## src/rtl/core/uvst_pkg.sv

```systemverilog
// Package for the unique value set table: payload structs, action codes,
// controller states and the per-cell control struct.
// No dependencies; every other file of the block imports it.
package uvst_pkg;

    localparam int DATA_W = 32;

    typedef enum logic [1:0] {
        ACT_INSERT = 2'd0,
        ACT_DELETE = 2'd1,
        ACT_QUERY  = 2'd2
    } action_t;

    typedef struct packed {
        logic [1:0]         action;
        logic signed [31:0] item_value;
    } uvst_in_t;

    typedef struct packed {
        logic       was_present;
        logic [3:0] position;
        logic [4:0] entry_count;
        logic       dropped;
    } uvst_out_t;

    typedef enum logic [1:0] {
        ST_IDLE,
        ST_CMP,
        ST_UPD
    } state_t;

    // Broadcast to every cell of the row.
    typedef struct packed {
        logic cmp;   // register the compare of the key against the entry
        logic ins;   // append the key at the slot equal to the count
        logic del;   // close the gap at the matched slot
    } cell_ctl_t;

endpackage

```

## src/rtl/core/uvst_cell.sv

```systemverilog
// One slot of the value table: holds an entry, compares it with the key
// and takes its upper neighbor's entry when a delete closes a gap.
// Depends on uvst_pkg.
module uvst_cell #(
    parameter int INDEX = 0,
    parameter int IDX_W = 4,
    parameter int CNT_W = 5
) (
    input  logic                               clk,
    input  logic                               rst_n,
    input  uvst_pkg::cell_ctl_t                ctl,
    input  logic [uvst_pkg::DATA_W-1:0]        key,
    input  logic [uvst_pkg::DATA_W-1:0]        upper_value,
    input  logic [IDX_W-1:0]                   hit_idx,
    input  logic [CNT_W-1:0]                   count,
    output logic [uvst_pkg::DATA_W-1:0]        value,
    output logic                               match
);
    import uvst_pkg::*;

    localparam logic [CNT_W-1:0] MY_POS   = CNT_W'(INDEX);
    localparam logic [CNT_W-1:0] NEXT_POS = CNT_W'(INDEX + 1);

    logic [DATA_W-1:0] val_reg;
    logic [DATA_W-1:0] val_next;
    logic              match_reg;
    logic              match_next;
    logic [CNT_W-1:0]  hit_pos;

    assign hit_pos = CNT_W'(hit_idx);

    always_comb
    begin
        val_next = val_reg;
        if (ctl.ins && (count == MY_POS))
        begin
            val_next = key;
        end
        else if (ctl.del && (MY_POS >= hit_pos) && (NEXT_POS < count))
        begin
            val_next = upper_value;
        end
    end

    always_comb
    begin
        match_next = match_reg;
        if (ctl.cmp)
        begin
            match_next = (val_reg == key) && (MY_POS < count);
        end
    end

    always_ff @(posedge clk)
    begin
        val_reg <= val_next;
    end

    always_ff @(posedge clk or negedge rst_n)
    begin
        if (!rst_n)
        begin
            match_reg <= 1'b0;
        end
        else
        begin
            match_reg <= match_next;
        end
    end

    assign value = val_reg;
    assign match = match_reg;

endmodule

```

## src/rtl/core/unique_value_set_table.sv

```systemverilog
// Top level of the unique value set table: controller, row of table cells
// and result register.
// Depends on uvst_pkg and uvst_cell.

// The table keeps up to CAPACITY distinct 32-bit values in the order they
// were inserted. A command beat is taken at a rising edge where start is high
// and busy is low. Busy then stays high through the compare and update
// states: in the compare state, every cell compares its entry with the value
// and registers the outcome; in the update state, the match flags are merged
// into a hit and a position, and the row appends, shifts or holds. The result
// beat appears on result with done high for exactly one cycle, the cycle right
// after the update, and the receiver cannot hold it off. A new command may be
// started in that same cycle but not earlier: the block takes no new command
// while the registered compare stage in the cells or the update stage is busy
// with the last one. A delete shifts every later entry down one slot in the
// update cycle, keeping their order. An insert of a new value into a full
// table stores nothing and reports dropped. Position is the low four bits of
// the slot index and entry_count the low five bits of the count. Entries at
// or above the count never match, so the table needs no clearing after reset.
module unique_value_set_table #(
    parameter int CAPACITY = 16
) (
    input  logic                clk,
    input  logic                rst_n,
    input  logic                start,
    output logic                busy,
    input  uvst_pkg::uvst_in_t  cmd,
    output logic                done,
    output uvst_pkg::uvst_out_t result
);
    import uvst_pkg::*;

    localparam int IDX_W = (CAPACITY > 1) ? $clog2(CAPACITY) : 1;
    localparam int CNT_W = $clog2(CAPACITY + 1);
    localparam logic [CNT_W-1:0] FULL_CNT = CNT_W'(CAPACITY);

    // Controller state.
    state_t     state_reg;
    state_t     state_next;
    logic       accept;

    // Captured command.
    uvst_in_t   item_reg;

    // Stored count.
    logic [CNT_W-1:0] count_reg;
    logic [CNT_W-1:0] count_next;

    // Result beat.
    uvst_out_t  res_reg;
    uvst_out_t  res_next;
    logic       done_reg;
    logic       done_next;

    // Row of cells.
    cell_ctl_t                ctl;
    logic [DATA_W-1:0]        key;
    logic [DATA_W-1:0]        cell_value [CAPACITY];
    logic [CAPACITY-1:0]      cell_match;

    // Merge of the match flags and update decisions.
    logic                     hit;
    logic [IDX_W-1:0]         hit_idx;
    logic                     is_insert;
    logic                     is_delete;
    logic                     do_ins;
    logic                     do_del;
    logic                     do_drop;
    logic [IDX_W-1:0]         pos;
    logic [IDX_W+3:0]         pos_wide;
    logic [CNT_W+4:0]         cnt_wide;

    assign accept = start && (state_reg == ST_IDLE);
    assign key    = $unsigned(item_reg.item_value);

    // Next-state logic.
    always_comb
    begin
        state_next = state_reg;
        case (state_reg)
            ST_IDLE:
            begin
                if (accept)
                begin
                    state_next = ST_CMP;
                end
            end
            ST_CMP:  state_next = ST_UPD;
            ST_UPD:  state_next = ST_IDLE;
            default: state_next = ST_IDLE;
        endcase
    end

    // The values are kept distinct, so at most one cell matches and the
    // position is simply the OR of the matching slot indexes.
    always_comb
    begin
        hit_idx = '0;
        for (int i = 0; i < CAPACITY; i++)
        begin
            if (cell_match[i])
            begin
                hit_idx = hit_idx | IDX_W'(i);
            end
        end
    end

    assign hit       = |cell_match;
    assign is_insert = (item_reg.action == ACT_INSERT);
    assign is_delete = (item_reg.action == ACT_DELETE);
    assign do_ins    = is_insert && !hit && (count_reg != FULL_CNT);
    assign do_drop   = is_insert && !hit && (count_reg == FULL_CNT);
    assign do_del    = is_delete && hit;

    // A fresh insert lands at the slot equal to the count, which is below
    // CAPACITY and so fits the index width.
    always_comb
    begin
        if (hit)
        begin
            pos = hit_idx;
        end
        else if (do_ins)
        begin
            pos = count_reg[IDX_W-1:0];
        end
        else
        begin
            pos = '0;
        end
    end

    // Output logic of the controller.
    always_comb
    begin
        busy       = 1'b1;
        ctl        = '0;
        count_next = count_reg;
        done_next  = 1'b0;
        res_next   = res_reg;
        pos_wide   = {4'b0000, pos};
        cnt_wide   = {5'b00000, count_reg};
        case (state_reg)
            ST_IDLE:
            begin
                busy = 1'b0;
            end
            ST_CMP:
            begin
                ctl.cmp = 1'b1;
            end
            ST_UPD:
            begin
                ctl.ins   = do_ins;
                ctl.del   = do_del;
                done_next = 1'b1;
                if (do_ins)
                begin
                    count_next = count_reg + 1'b1;
                end
                else if (do_del)
                begin
                    count_next = count_reg - 1'b1;
                end
                cnt_wide             = {5'b00000, count_next};
                res_next.was_present = hit;
                res_next.position    = pos_wide[3:0];
                res_next.entry_count = cnt_wide[4:0];
                res_next.dropped     = do_drop;
            end
            default:
            begin
                busy = 1'b1;
            end
        endcase
    end

    genvar g;
    generate
        for (g = 0; g < CAPACITY; g++)
        begin : g_cell
            logic [DATA_W-1:0] upper;
            if (g + 1 < CAPACITY)
            begin : g_mid
                assign upper = cell_value[g + 1];
            end
            else
            begin : g_last
                assign upper = '0;
            end

            uvst_cell #(
                .INDEX (g),
                .IDX_W (IDX_W),
                .CNT_W (CNT_W)
            ) u_cell (
                .clk         (clk),
                .rst_n       (rst_n),
                .ctl         (ctl),
                .key         (key),
                .upper_value (upper),
                .hit_idx     (hit_idx),
                .count       (count_reg),
                .value       (cell_value[g]),
                .match       (cell_match[g])
            );
        end
    endgenerate

    always_ff @(posedge clk)
    begin
        if (accept)
        begin
            item_reg <= cmd;
        end
        res_reg <= res_next;
    end

    always_ff @(posedge clk or negedge rst_n)
    begin
        if (!rst_n)
        begin
            state_reg <= ST_IDLE;
            count_reg <= '0;
            done_reg  <= 1'b0;
        end
        else
        begin
            state_reg <= state_next;
            count_reg <= count_next;
            done_reg  <= done_next;
        end
    end

    assign done   = done_reg;
    assign result = res_reg;

endmodule
```

## config.mk

```make
export PLATFORM = sky130hd
export DESIGN_NAME = unique_value_set_table
export DESIGN_NICKNAME = d
export VERILOG_FILES = /design/src/rtl/core/uvst_pkg.sv /design/src/rtl/core/uvst_cell.sv /design/src/rtl/core/unique_value_set_table.sv
export SDC_FILE = /design/constraint.sdc
export NUM_CORES = 1
export LEC_CHECK = 0
export BUFFER_PORTS_ARGS = -buffer_cell sky130_fd_sc_hd__buf_4
export CAP_MARGIN = 20
export CORE_ASPECT_RATIO = 1.25
export CORE_MARGIN = 8
export CORE_UTILIZATION = 58
export CTS_BUF_LIST = sky130_fd_sc_hd__clkbuf_2
export DETAILED_ROUTE_END_ITERATION = 10
export GPL_ROUTABILITY_DRIVEN = 0
export GPL_TIMING_DRIVEN = 0
export MAX_ROUTING_LAYER = met4
export PLACE_DENSITY_LB_ADDON = 0.05
export SKIP_LAST_GASP = 1
export SYNTH_ARGS = -nofsm -noshare
export SYNTH_HDL_FRONTEND = slang
export SYNTH_SLANG_ARGS = --single-unit
```

## constraint.sdc

```tcl
create_clock -name clk -period 10.4 [get_ports clk]
set_input_delay 1.04 -clock clk [delete_from_list [all_inputs] [get_ports clk]]
set_output_delay 1.04 -clock clk [all_outputs]
set_load 0.005 [all_outputs]
```

==> results.py <==
metrics = {
    "sta": {
        "maxSlewHeadroom_pct": 13.44,
        "slew_viol_final": 0,
        "post-route-period-util_pct": 40.22,
        "period_needed_ps": 4182,
        "finClkSkew_ps": 94.45,
        "tns_ps": 0,
        "hold_viol_final": 0,
        "setup_viol": 0,
        "holdWs_ps": 126.6,
        "rsz0062_at_grt": "no",
        "fmax_mhz": 239.1,
        "worst_pin_slew_ps": 1298,
    },
    "synthesis": {
        "synth_fa_ha_area_share_pct": 0.2043,
        "synth-edff-count": 557,
        "synth-compound-area-share_pct": 1.724,
        "syn-num-nets": 2259,
        "ys_seq_area_share_pct": 56.57,
        "yosys.area_share.simple_pct": 6.487,
        "netlist_area_mm2": 0.03063,
        "synthXorXnorAreaFrac_pct": 14.61,
        "synthFlopType": "edfxtp_1",
        "synth.distinct_cells": 55,
        "ys_seq_elements": 581,
        "synth_top_family_by_area": "multiplexers",
        "syn_avg_cell_area_um2": 13.82,
        "syn_inst": 2217,
        "async_reset_ff_share_pct": 4.131,
        "muxShareOfSynthArea_pct": 17.57,
        "yosys_warnings": 0,
    },
    "clock_tree": {
        "clk_pin_slew_ps": 120,
        "cts_tree": "built",
        "insertion_delay_ps": 1410,
        "cts-resized-gates": 0,
        "cts.path.max_buffers": 3,
        "cts-htree-levels": 4,
        "cts_made_buffers": 149,
        "clock-sinks": 581,
        "cts-root-buf": "clkbuf_2",
    },
    "power": {
        "ir_drop_v": 0.0001037,
        "combPwrFrac_pct": 15.2,
        "swShare_pct": 31.22,
        "power.leakage_nw": 11.20,
        "power_mw": 4.988,
        "power_switching_mw": 1.557,
        "p_seq_share_pct": 52.0,
        "p_int_mw": 3.431,
        "clkPwrFrac_pct": 32.7,
        "powerDensity_mw_per_mm2": 143.4,
    },
    "cells_and_area": {
        "multi_input_area_mm2": 0.01263,
        "area_growth_pct": 13.60,
        "final_layout_size_suffix_gt1_share_pct": 32.20,
        "seqCellArea_mm2": 0.01733,
        "fill_cells": 3943,
        "largest_reg_flops": 512,
        "utilization_pct": 66.33,
        "final_net_count": 2558,
    },
    "die": {
        "die_w_um": 221.5,
        "rows": 94,
        "initial_core_util_pct": 58.39,
        "die-area_mm2": 0.06046,
        "core_mm2": 0.05246,
        "boundaryPins": 50,
        "die_y_um": 272.9,
    },
    "critical_path": {
        "ff2ff_path_depth": 8,
        "crit_type": "reg -> reg",
        "r2r_start": "state_reg[1]$_DFFE_PN0P_",
        "worstPathMaxFanout": 21,
        "end_kind": "register",
        "start_kind": "register",
        "critPathLaunch": "state_reg[1]$_DFFE_PN0P_",
        "critPathRequiredTime_ps": 11470,
        "crit_arrival_ps": 5250,
    },
    "detailed_routing": {
        "wl_per_cell_um": 36.37,
        "wl_um": 120300,
        "drc": 0,
        "via_count": 22106,
        "drt_iter0_drc": 3619,
        "drt_pass1_iterations": 8,
        "ant_nets": 0,
        "viasPerCell": 6.683,
    },
    "grt": {
        "grt_pass1_wl_um": 164000,
        "antenna_found_initial": 8,
        "gr-usage-all-layers_pct": 40.44,
        "grt_pass1_vias": 21504,
        "grt_max_degree": 33,
        "grt_overflow_total": 0,
    },
    "placement": {
        "place_hpwl_um": 85770,
        "port-buffer-count": 49,
    },
    "run_status": {
        "status": "complete, no violations",
    },
    "worst_hold_path": {
        "hold_class": "in -> async",
    },
    "job": {
        "cap_violations": 0,
    },
}
==> cell usage in the layout (no fill, tap or decap), types with 36 or more instances in the layout <==
cell type,instances
and3_1,42
buf_1,38
buf_4,58
buf_8,48
clkbuf_1,127
clkbuf_2,219
dlygate4sd3_1,36
edfxtp_1,557
mux2_1,42
mux2_2,435
nand2_1,52
nand4_1,80
nor4_1,77
xnor2_1,276
xor2_1,235
==> metrics by stage <==
step                setup WS, ps  std cells  area [um2]
CTS                         6400       3293       34680
global placement            3832       2938       31840
detailed placement          6417       2995       32970
finish                      6218       3308       34790
global route                6085       3303       34780
floorplan                   5892       2217       30630
==> critical path, cell delays in order, from the launching register on <==
cell and delay, ps:
dfrtp_1 390, nor2b_1 270, clkbuf_1 820, and3_1 280, clkbuf_1 680, clkbuf_1 660, nand2_1 150, o21ai_2 330
buf_8 270
==> Yosys cell counts, drive strengths merged (3+ instances only) <==
master	number	area, um2
nand3	25	130.1
a21oi	14	70.07
o21ai	26	130.1
o22ai	5	31.28
and2	6	37.53
a22o	4	35.03
xnor2	276	2417
nand4	80	500.5
xor2	235	2058
buf	72	319.1
ha	5	62.56
nand2	52	195.2
a32o	3	30.03
dfrtp	24	600.6
nor4	82	555.5
inv	16	60.06
o21a	3	22.52
a31oi	4	25.02
and3	42	262.8
nand2b	4	25.02
o31ai	7	52.55
nor3	21	110.1
clkbuf	130	488.0
or2	5	31.28
nor2	17	66.32
mux2	477	5371
edfxtp	557	16730
==> power groups by stage <==
| stage | Combinational (mW) | Sequential [mW] | Clock, mW |
|---|---|---|---|
| after CTS | 0.718 | 2.59 | 1.62 |
| after detailed placement | 0.704 | 2.65 | 0 |
| after global routing | 0.766 | 2.60 | 1.74 |
| after global placement | 0.649 | 2.65 | 0 |
| after floorplan | 0.347 | 2.64 | 0 |
| final | 0.760 | 2.60 | 1.63 |
==> layer usage <==
layer  vias to the layer above  global-route usage (%)  share of wire, %
met5                         -                       -                 0
met4                         0                   24.31               7.7
met3                       406                   14.44                15
met2                      1977                   55.41                41
met1                     10859                   51.09                37
li1                       8864                       -                 -
==> logic make-up (layout without fill, tap and decap cells) <==
family / count (synthesis) / count (layout)
compound gates: 81 / 81
mux: 478 / 478
other cells: 0 / 9
fa+ha+maj: 5 / 5
simple gates: 343 / 343
flops: 581 / 581
xor+xnor: 511 / 511
buf+inv: 218 / 628
==> worst paths after layout <==
check                                                        end  slack (ps)
max                        g_cell[11].u_cell.value[26]$_DFFE_PP_        6220
min                           g_cell[9].u_cell.match$_DFFE_PN0N_         130
max reg2reg                g_cell[11].u_cell.value[26]$_DFFE_PP_        6220
min reg2reg                 g_cell[4].u_cell.value[27]$_DFFE_PP_         550
max in group asynchronous                         done$_DFF_PN0_        9880
min in group clk                               key[31]$_DFFE_PP_         340
==> final cells by class <==
cell class                      count  share of cell area (%)
Sequential cell                   581                   49.80
Buffer                            202                   2.370
Multi-Input combinational cell   1418                   36.31
Clock buffer                      216                   3.107
Tap cell                          672                   2.417
Clock inverter                     46                  0.7696
Antenna cell                        9                 0.06473
Timing Repair Buffer              148                   4.988
Inverter                           16                  0.1726
==> repair_timing <==
action / in CTS / in global routing
setup endpoints to repair: 0 / 0
hold buffers: 36 / 0
buffers inserted: 0 / 0
hold endpoints to repair: 59 / 0
No activity file was read; power rests on OpenSTA's default activity.
